--- src/rtl/binary_trie_max_xor_defines.svh ---
// Assertion macros for the binary trie max-xor RTL.
// Depends on nothing; included by btmx_ctrl, the only file that carries assertions.
`ifndef BINARY_TRIE_MAX_XOR_DEFINES_SVH
`define BINARY_TRIE_MAX_XOR_DEFINES_SVH

// Same-cycle implication, disabled while reset is high.
`define BTMX_ASSERT_IMPL(label, clk, rst, ante, cons, msg) \
  label: assert property (@(posedge clk) disable iff (rst) (ante) |-> (cons)) \
    else $error(msg);

// Next-cycle implication, disabled while reset is high.
`define BTMX_ASSERT_NEXT(label, clk, rst, ante, cons, msg) \
  label: assert property (@(posedge clk) disable iff (rst) (ante) |=> (cons)) \
    else $error(msg);

`endif

--- src/rtl/btmx_pkg.sv ---
// Types, sizes and codes of the binary trie max-xor block.
// Depends on nothing; used by the controller and the top level.
package btmx_pkg;

  localparam int KEY_BITS   = 32;
  localparam int NODE_COUNT = 4096;
  localparam int COUNT_BITS = 16;

  localparam int LINK_BITS = $clog2(NODE_COUNT);
  localparam int FREE_BITS = LINK_BITS + 1;
  localparam int LVL_BITS  = $clog2(KEY_BITS);
  localparam int MISS_BITS = $clog2(KEY_BITS + 1);
  localparam int NODE_BITS = 2 * LINK_BITS + COUNT_BITS;

  localparam logic [COUNT_BITS-1:0] CNT_MAX = {COUNT_BITS{1'b1}};
  localparam logic [LVL_BITS-1:0]   LVL_TOP = LVL_BITS'(KEY_BITS - 1);

  typedef enum logic [1:0] {
    FUNC_INSERT = 2'd0,
    FUNC_ERASE  = 2'd1,
    FUNC_QUERY  = 2'd2,
    FUNC_NONE   = 2'd3
  } func_t;

  typedef enum logic [1:0] {
    ST_OK     = 2'd0,
    ST_FULL   = 2'd1,
    ST_ABSENT = 2'd2,
    ST_EMPTY  = 2'd3
  } status_t;

  typedef struct packed {
    logic [LINK_BITS-1:0]  link1;
    logic [LINK_BITS-1:0]  link0;
    logic [COUNT_BITS-1:0] cnt;
  } node_t;

  typedef struct packed {
    func_t         func;
    logic [31:0]   key;
  } req_t;

  typedef struct packed {
    status_t       status;
    logic [31:0]   best_xor;
  } res_t;

  typedef struct packed {
    logic                 we;
    logic [LINK_BITS-1:0] waddr;
    node_t                wdata;
    logic                 re;
    logic [LINK_BITS-1:0] raddr;
  } ram_cmd_t;

endpackage

--- src/rtl/btmx_ctrl.sv ---
// Trie walk controller: check, update and query passes over the node RAM.
// Depends on btmx_pkg and binary_trie_max_xor_defines.svh.
`include "binary_trie_max_xor_defines.svh"
module btmx_ctrl (
  input  logic               clk,
  input  logic               rst,
  input  logic               start,
  input  btmx_pkg::req_t     req,
  output logic               idle,
  output logic               done,
  output btmx_pkg::res_t     res,
  input  logic               take,
  output btmx_pkg::ram_cmd_t ram,
  input  btmx_pkg::node_t    rdata
);
  import btmx_pkg::*;

  typedef enum logic [9:0] {
    S_IDLE = 10'b0000000001,
    S_CHK  = 10'b0000000010,
    S_CAP  = 10'b0000000100,
    S_INS  = 10'b0000001000,
    S_INSR = 10'b0000010000,
    S_ERS  = 10'b0000100000,
    S_QA   = 10'b0001000000,
    S_QB   = 10'b0010000000,
    S_QC   = 10'b0100000000,
    S_DONE = 10'b1000000000
  } state_t;

  function automatic logic [LINK_BITS-1:0] child_of(node_t n, logic b);
    return b ? n.link1 : n.link0;
  endfunction

  function automatic node_t with_child(node_t n, logic b, logic [LINK_BITS-1:0] c);
    node_t r;
    r = n;
    if (b) begin
      r.link1 = c;
    end else begin
      r.link0 = c;
    end
    return r;
  endfunction

  state_t                state, state_next;
  func_t                 op, op_next;
  logic [31:0]           key, key_next;
  logic [LVL_BITS-1:0]   lvl, lvl_next;
  logic                  leaf, leaf_next;
  logic                  chk_cnt, chk_cnt_next;
  logic [MISS_BITS-1:0]  missing, missing_next;
  logic [LINK_BITS-1:0]  cur, cur_next;
  node_t                 cur_data, cur_data_next;
  logic                  incr, incr_next;
  logic [31:0]           ans, ans_next;
  status_t               status, status_next;
  logic [FREE_BITS-1:0]  next_free, next_free_next;
  logic [COUNT_BITS-1:0] live_total, live_total_next;
  logic                  root_valid, root_valid_next;
  logic                  rd_zero;

  node_t                 mnode;
  node_t                 node;
  logic                  b;
  logic [LINK_BITS-1:0]  c;
  logic [LINK_BITS-1:0]  c0;
  logic [FREE_BITS:0]    need;

  assign mnode = rd_zero ? '0 : rdata;
  assign b     = key[lvl];
  assign need  = {1'b0, next_free} + (FREE_BITS + 1)'(missing);

  always_comb begin
    state_next      = state;
    op_next         = op;
    key_next        = key;
    lvl_next        = lvl;
    leaf_next       = leaf;
    chk_cnt_next    = chk_cnt;
    missing_next    = missing;
    cur_next        = cur;
    cur_data_next   = cur_data;
    incr_next       = incr;
    ans_next        = ans;
    status_next     = status;
    next_free_next  = next_free;
    live_total_next = live_total;
    root_valid_next = root_valid;
    ram             = '0;
    node            = mnode;
    c               = '0;
    c0              = '0;

    unique case (state)
      S_IDLE: begin
        if (start) begin
          op_next      = req.func;
          key_next     = req.key;
          ans_next     = '0;
          lvl_next     = LVL_TOP;
          leaf_next    = 1'b0;
          chk_cnt_next = 1'b0;
          missing_next = '0;
          cur_next     = '0;
          incr_next    = 1'b0;
          status_next  = ST_OK;
          if (req.func == FUNC_NONE) begin
            state_next = S_DONE;
          end else if (req.func == FUNC_QUERY && live_total == '0) begin
            status_next = ST_EMPTY;
            state_next  = S_DONE;
          end else if (req.func == FUNC_INSERT && live_total == CNT_MAX) begin
            status_next = ST_FULL;
            state_next  = S_DONE;
          end else begin
            ram.re     = 1'b1;
            ram.raddr  = '0;
            state_next = (req.func == FUNC_QUERY) ? S_QA : S_CHK;
          end
        end
      end

      S_CHK: begin
        c = child_of(mnode, b);
        if (chk_cnt && op == FUNC_INSERT && mnode.cnt == CNT_MAX) begin
          status_next = ST_FULL;
          state_next  = S_DONE;
        end else if (chk_cnt && op == FUNC_ERASE && mnode.cnt == '0) begin
          status_next = ST_ABSENT;
          state_next  = S_DONE;
        end else if (leaf) begin
          if (op == FUNC_INSERT) begin
            state_next = S_CAP;
          end else begin
            ram.re     = 1'b1;
            ram.raddr  = '0;
            lvl_next   = LVL_TOP;
            leaf_next  = 1'b0;
            cur_next   = '0;
            incr_next  = 1'b0;
            state_next = S_ERS;
          end
        end else if (c == '0) begin
          if (op == FUNC_INSERT) begin
            missing_next = MISS_BITS'({1'b0, lvl}) + 1'b1;
            state_next   = S_CAP;
          end else begin
            status_next = ST_ABSENT;
            state_next  = S_DONE;
          end
        end else begin
          ram.re       = 1'b1;
          ram.raddr    = c;
          chk_cnt_next = 1'b1;
          lvl_next     = (lvl == '0) ? lvl : lvl - 1'b1;
          leaf_next    = (lvl == '0);
        end
      end

      S_CAP: begin
        if (need > (FREE_BITS + 1)'(NODE_COUNT)) begin
          status_next = ST_FULL;
          state_next  = S_DONE;
        end else begin
          ram.re     = 1'b1;
          ram.raddr  = '0;
          lvl_next   = LVL_TOP;
          leaf_next  = 1'b0;
          cur_next   = '0;
          incr_next  = 1'b0;
          state_next = S_INS;
        end
      end

      S_INS, S_INSR: begin
        if (state == S_INSR) begin
          node = cur_data;
        end else begin
          node = mnode;
          if (incr) begin
            node.cnt = mnode.cnt + 1'b1;
          end
        end
        c         = child_of(node, b);
        ram.we    = 1'b1;
        ram.waddr = cur;
        ram.wdata = node;
        if (cur == '0) begin
          root_valid_next = 1'b1;
        end
        if (leaf) begin
          live_total_next = live_total + 1'b1;
          state_next      = S_DONE;
        end else begin
          lvl_next  = (lvl == '0) ? lvl : lvl - 1'b1;
          leaf_next = (lvl == '0);
          if (c == '0) begin
            ram.wdata      = with_child(node, b, next_free[LINK_BITS-1:0]);
            cur_data_next  = '{link1: '0, link0: '0, cnt: COUNT_BITS'(1)};
            cur_next       = next_free[LINK_BITS-1:0];
            next_free_next = next_free + 1'b1;
            state_next     = S_INSR;
          end else begin
            ram.re     = 1'b1;
            ram.raddr  = c;
            cur_next   = c;
            incr_next  = 1'b1;
            state_next = S_INS;
          end
        end
      end

      S_ERS: begin
        c = child_of(mnode, b);
        if (incr) begin
          ram.we        = 1'b1;
          ram.waddr     = cur;
          ram.wdata     = mnode;
          ram.wdata.cnt = mnode.cnt - 1'b1;
        end
        if (leaf) begin
          if (live_total != '0) begin
            live_total_next = live_total - 1'b1;
          end
          state_next = S_DONE;
        end else begin
          ram.re    = 1'b1;
          ram.raddr = c;
          cur_next  = c;
          incr_next = 1'b1;
          lvl_next  = (lvl == '0) ? lvl : lvl - 1'b1;
          leaf_next = (lvl == '0);
        end
      end

      S_QA, S_QC: begin
        node = (state == S_QC) ? cur_data : mnode;
        c    = child_of(node, ~b);
        c0   = child_of(node, b);
        if (leaf) begin
          state_next = S_DONE;
        end else if (c != '0) begin
          ram.re        = 1'b1;
          ram.raddr     = c;
          cur_data_next = node;
          state_next    = S_QB;
        end else if (c0 == '0) begin
          state_next = S_DONE;
        end else begin
          ram.re     = 1'b1;
          ram.raddr  = c0;
          lvl_next   = (lvl == '0) ? lvl : lvl - 1'b1;
          leaf_next  = (lvl == '0);
          state_next = S_QA;
        end
      end

      S_QB: begin
        c0 = child_of(cur_data, b);
        if (mnode.cnt != '0) begin
          ans_next[lvl] = 1'b1;
          cur_data_next = mnode;
          lvl_next      = (lvl == '0) ? lvl : lvl - 1'b1;
          leaf_next     = (lvl == '0);
          state_next    = S_QC;
        end else if (c0 == '0) begin
          state_next = S_DONE;
        end else begin
          ram.re     = 1'b1;
          ram.raddr  = c0;
          lvl_next   = (lvl == '0) ? lvl : lvl - 1'b1;
          leaf_next  = (lvl == '0);
          state_next = S_QA;
        end
      end

      S_DONE: begin
        if (take) begin
          state_next = S_IDLE;
        end
      end

      default: begin
        state_next = S_IDLE;
      end
    endcase
  end

  always_ff @(posedge clk) begin
    if (rst) begin
      state      <= S_IDLE;
      next_free  <= FREE_BITS'(1);
      live_total <= '0;
      root_valid <= 1'b0;
      rd_zero    <= 1'b0;
    end else begin
      state      <= state_next;
      next_free  <= next_free_next;
      live_total <= live_total_next;
      root_valid <= root_valid_next;
      rd_zero    <= ram.re && ram.raddr == '0 && !root_valid;
    end
    op       <= op_next;
    key      <= key_next;
    lvl      <= lvl_next;
    leaf     <= leaf_next;
    chk_cnt  <= chk_cnt_next;
    missing  <= missing_next;
    cur      <= cur_next;
    cur_data <= cur_data_next;
    incr     <= incr_next;
    ans      <= ans_next;
    status   <= status_next;
  end

  assign idle         = (state == S_IDLE);
  assign done         = (state == S_DONE);
  assign res.status   = status;
  assign res.best_xor = ans;

  `BTMX_ASSERT_IMPL(a_free_bound, clk, rst, 1'b1, next_free <= FREE_BITS'(NODE_COUNT), "node pool pointer past end")
  `BTMX_ASSERT_IMPL(a_rw_apart, clk, rst, ram.we && ram.re, ram.waddr != ram.raddr, "read and write hit one node")
  `BTMX_ASSERT_IMPL(a_write_alloc, clk, rst, ram.we, {1'b0, ram.waddr} < next_free, "write to unallocated node")
  `BTMX_ASSERT_NEXT(a_total_step, clk, rst, 1'b1, live_total == $past(live_total) || live_total == $past(live_total) + 1'b1 || live_total == $past(live_total) - 1'b1, "key total jumped")
  `BTMX_ASSERT_IMPL(a_ans_query, clk, rst, state == S_DONE && op != FUNC_QUERY, ans == '0, "xor result on non-query")

endmodule

--- config.mk ---
export PLATFORM = sky130hd
export DESIGN_NAME = btmx_ctrl
export DESIGN_NICKNAME = d
export VERILOG_FILES = /design/src/rtl/btmx_pkg.sv /design/src/rtl/btmx_ctrl.sv
export VERILOG_INCLUDE_DIRS = /design/src /design/src/rtl
export SDC_FILE = /design/constraint.sdc
export NUM_CORES = 1
export LEC_CHECK = 0
export BUFFER_PORTS_ARGS = -buffer_cell sky130_fd_sc_hd__buf_4
export CORE_AREA = 2 2 145 147
export CTS_BUF_LIST = sky130_fd_sc_hd__clkbuf_2 sky130_fd_sc_hd__clkbuf_4 sky130_fd_sc_hd__clkbuf_8
export DETAILED_ROUTE_END_ITERATION = 8
export DIE_AREA = 0 0 147 149
export GPL_TIMING_DRIVEN = 0
export PLACE_DENSITY = 0.93
export SYNTH_ARGS = -nofsm -noshare
export SYNTH_HDL_FRONTEND = slang
export SYNTH_SLANG_ARGS = --single-unit
--- constraint.sdc ---
create_clock -name clk -period 7.66 [get_ports clk]
set_input_delay 1.149 -clock clk [delete_from_list [all_inputs] [get_ports clk]]
set_output_delay 1.149 -clock clk [all_outputs]
set_load 0.02 [all_outputs]
==> results.cfg <==
[sta]
fin_tns_setup_ps = 0
final.setup_skew_ps = 38.4
timing.fmax_ghz = 0.135
worstMarginPinSlew_ps = 1470
post-route-period-util_pct = 96.8
rsz0062_at_grt = no
final_hold_viol_count = 0
fin_crit_ps = 7420
drv_slew = 0
setup_viol = 0
relSlewSlack_pct = 2.29

[clock_tree]
cts.path.max_buffers = 2
path_clk_slew_ps = 120
cts_root_buffer = clkbuf_8
clk_latency_ps = 510
ctsHoldBuffers = 0
cts_buffers = 17
htree_levels = 4
cts_sinks = 175
cts_tree = done

[final_layout]
n_fill_cell = 1600
final_cell_mix = 175 x nor2_1, 175 x buf_4, 142 x nand2_1
antennaDiodeCount = 0
fin_nets = 1674
area_growth_pct = 17.9
drive_above_1_share_pct = 16.0
stdcell_count = 1854

[routing]
drtIter0Drc = 1872
drt_pass1_iterations = 7
drc_errors = 0
drt_wl_total_mm = 45.4
via_per_inst = 6.90
ant_nets = 0
wl_per_cell_um = 24.5
via_count = 12800

[placement]
placed_cells = 1822
dpl.hpwl_mm = 33.1
gp_congestion = 1.05
port_buffers = 174

[power_and_ir_drop]
pwr-share-comb_pct = 35.2
power_frac_seq_pct = 42.7
cellPowerDensity_nw_per_um2 = 233
swShare_pct = 41.1
p_sw_mw = 1.35
p_int_mw = 1.94
cellLeakagePower_nw = 5.59
p_clk_share_pct = 22.1
vdd_drop_max_uv = 173

[synthesis]
synth_area_sq_um = 12000
syn_avg_cell_area_sq_um = 8.75
ys_ff_latch = 175
synth_fp_nets = 1479
async_flop_share_pct = 0
syn_inst = 1371
ys_warn_count = 0
ys_seq_area_share_pct = 40.4
ys.flop_type = edfxtp_1
synth_cell_types = 78
synth_edf_count = 134

[grt]
antenna_found_initial = 0
grt_first_pass_wirelength_mm = 68.1
overflow = 0
grt_usage_pct = 40.6
grt_pass1_vias = 11900
grt_max_degree = 36

[floorplan]
start_util_pct = 58.3
die_width_um = 147
coreArea_sq_um = 20600
dieArea_sq_um = 21900
io_pins = 180
chipHeight_um = 149
num_rows = 53

[run_status]
status = complete, no violations

[critical_path]
crit_path_end = ram[3]
cp.depth = 18
critical-path-slowest-cell = clkbuf_1
path_cells = clkbuf_1 > inv_1 > clkbuf_1 > buf_1 > clkbuf_2 > nand2_1 > inv_1 > ha_1 > nand4_1 > or2_2 > o41a_1 > o21ai_1 > a21o_1 > a21o_1 > nand2b_1 > o221ai_1 > o21bai_1 > buf_4
arrival_ps = 6270
critical-path-top-delay-family = buffers and inverters
r2r_start = rd_zero$_SDFF_PP0_
end_kind = output port
max_stage_delay_ps = 610
worstSetupStartpoint = rd_zero$_SDFF_PP0_
start_kind = flip-flop
crit_buf_inv = 7
worst_ep_required_time_ps = 6510
reg2reg_depth = 14
r2r_end = cur_data[0]$_DFFE_PP_
cp_max_fo = 10
crit_type = flip-flop to output port
r2r_setup_slack_ps = 1180

[hold_path]
hold_path_class = flip-flop to flip-flop
whs_path_depth = 2

[job]
maxCapViolCount = 0
power groups by stage:
stage	sequential [mW]	combinational, mW	clock [mW]
2_1_floorplan	1.49	0.592	0
3_3_place_gp	1.42	1.06	0
3_5_place_dp	1.42	1.11	0
4_1_cts	1.40	1.12	0.718
5_1_grt	1.42	1.22	0.751
6_report	1.41	1.16	0.727
metrics by stage:
step | area (sq um) | hold WS (ps) | util [%] | power, mW | setup slack [ps]
5_1_grt | 14100 | 536 | 68.8 | 3.39 | 218
3_3_place_gp | 13600 | 476 | 66.4 | 2.48 | -1440
4_1_cts | 14100 | 505 | 68.8 | 3.24 | 320
2_1_floorplan | 12000 | 441 | - | 2.08 | 2020
3_5_place_dp | 13700 | 487 | 66.6 | 2.53 | 886
6_report | 14100 | 505 | 68.8 | 3.29 | 242
cell usage after synthesis (5+ instances only):
cell type / instances / area [sq um]
a221oi_1: 5 / 43.8
dfxtp_1: 41 / 821
or3_1: 18 / 113
nor2_1: 175 / 657
o32ai_1: 5 / 43.8
nor3_1: 26 / 130
nand2_1: 142 / 533
or2_2: 7 / 43.8
edfxtp_1: 134 / 4020
nor2b_1: 16 / 100
a21boi_0: 12 / 90.1
mux2i_1: 50 / 500
inv_1: 21 / 78.8
o31ai_1: 5 / 37.5
a22oi_1: 20 / 150
clkbuf_1: 59 / 221
nor3b_1: 8 / 60.1
a21o_1: 7 / 52.6
mux4_2: 7 / 158
nand2b_1: 12 / 75.1
a2111oi_0: 5 / 43.8
a221o_1: 5 / 50.1
o21bai_1: 6 / 45.0
nand3_1: 28 / 140
a31oi_1: 5 / 31.3
and3_1: 11 / 68.8
o22ai_1: 52 / 325
and4_1: 6 / 52.6
nand4_1: 17 / 106
a211oi_1: 10 / 75.1
buf_2: 13 / 65.1
and2_1: 33 / 206
buf_1: 22 / 82.6
o221ai_1: 8 / 70.1
xor2_1: 29 / 254
ha_1: 28 / 350
a211o_1: 7 / 61.3
or4_1: 5 / 37.5
o211ai_1: 9 / 67.6
o21ai_0: 57 / 285
xnor2_1: 24 / 210
nor4_1: 23 / 144
a21oi_1: 139 / 696
final cells by class:
| class | instances | area [sq um] | share of cell area, % |
|---|---|---|---|
| repair buffers | 176 | 1340 | 9.45 |
| well taps | 275 | 344 | 2.43 |
| clock inverters | 15 | 209 | 1.48 |
| clock buffers | 17 | 234 | 1.65 |
| flip-flops and latches | 175 | 4840 | 34.3 |
| inverters | 23 | 86.3 | 0.611 |
| plain buffers | 95 | 378 | 2.67 |
| multi-input cells | 1078 | 6710 | 47.4 |
cells by family after synthesis:
logic type / share of synthesized area (%)
AO/OA/AOI/OAI: 20.0
adder cells (fa/ha/maj): 3.26
XOR/XNOR: 3.87
flip-flops: 40.4
multiplexers: 5.86
buffers and inverters: 3.86
AND/OR/NAND/NOR: 22.7
worst min path at each step:
stage,to,slack [ps],startpoint
after floorplan,root_valid$_SDFFE_PP0P_,440,root_valid$_SDFFE_PP0P_
after global placement,live_total[4]$_SDFFE_PP0P_,480,live_total[4]$_SDFFE_PP0P_
after detailed placement,live_total[9]$_SDFFE_PP0P_,490,live_total[9]$_SDFFE_PP0P_
after CTS,live_total[9]$_SDFFE_PP0P_,510,live_total[9]$_SDFFE_PP0P_
after global routing,live_total[4]$_SDFFE_PP0P_,540,live_total[4]$_SDFFE_PP0P_
final,live_total[8]$_SDFFE_PP0P_,510,live_total[8]$_SDFFE_PP0P_
what timing repair did:
action	CTS	global route
gates resized for setup	0	2
endpoints found under the setup margin	0	1
setup buffers	0	0
worst reg2reg max path, delay by kind of cell (launching register included):
kind | cells | cell delay (ps)
flip-flops | 1 | 330
buffers and inverters | 6 | 2680
AND/OR/NAND/NOR | 4 | 1340
AO/OA/AOI/OAI | 3 | 1430
adder cells (fa/ha/maj) | 1 | 330
metal layers:
layer | wire length (um) | track usage, % | vias up
met5 | 0 | 0 | -
met4 | 2490 | 18.8 | 0
met3 | 6360 | 10.3 | 245
met2 | 20400 | 64.5 | 1116
met1 | 16200 | 52.4 | 5914
li1 | - | - | 5510
sequential cells by signal (all words and copies together), names as in the netlist, 6 cells and up:
signal,cells
state,10
cur,12
missing,6
next_free,13
key,32
ans,32
live_total,16
cur_data,40
Power figures use the tool's default switching activity.
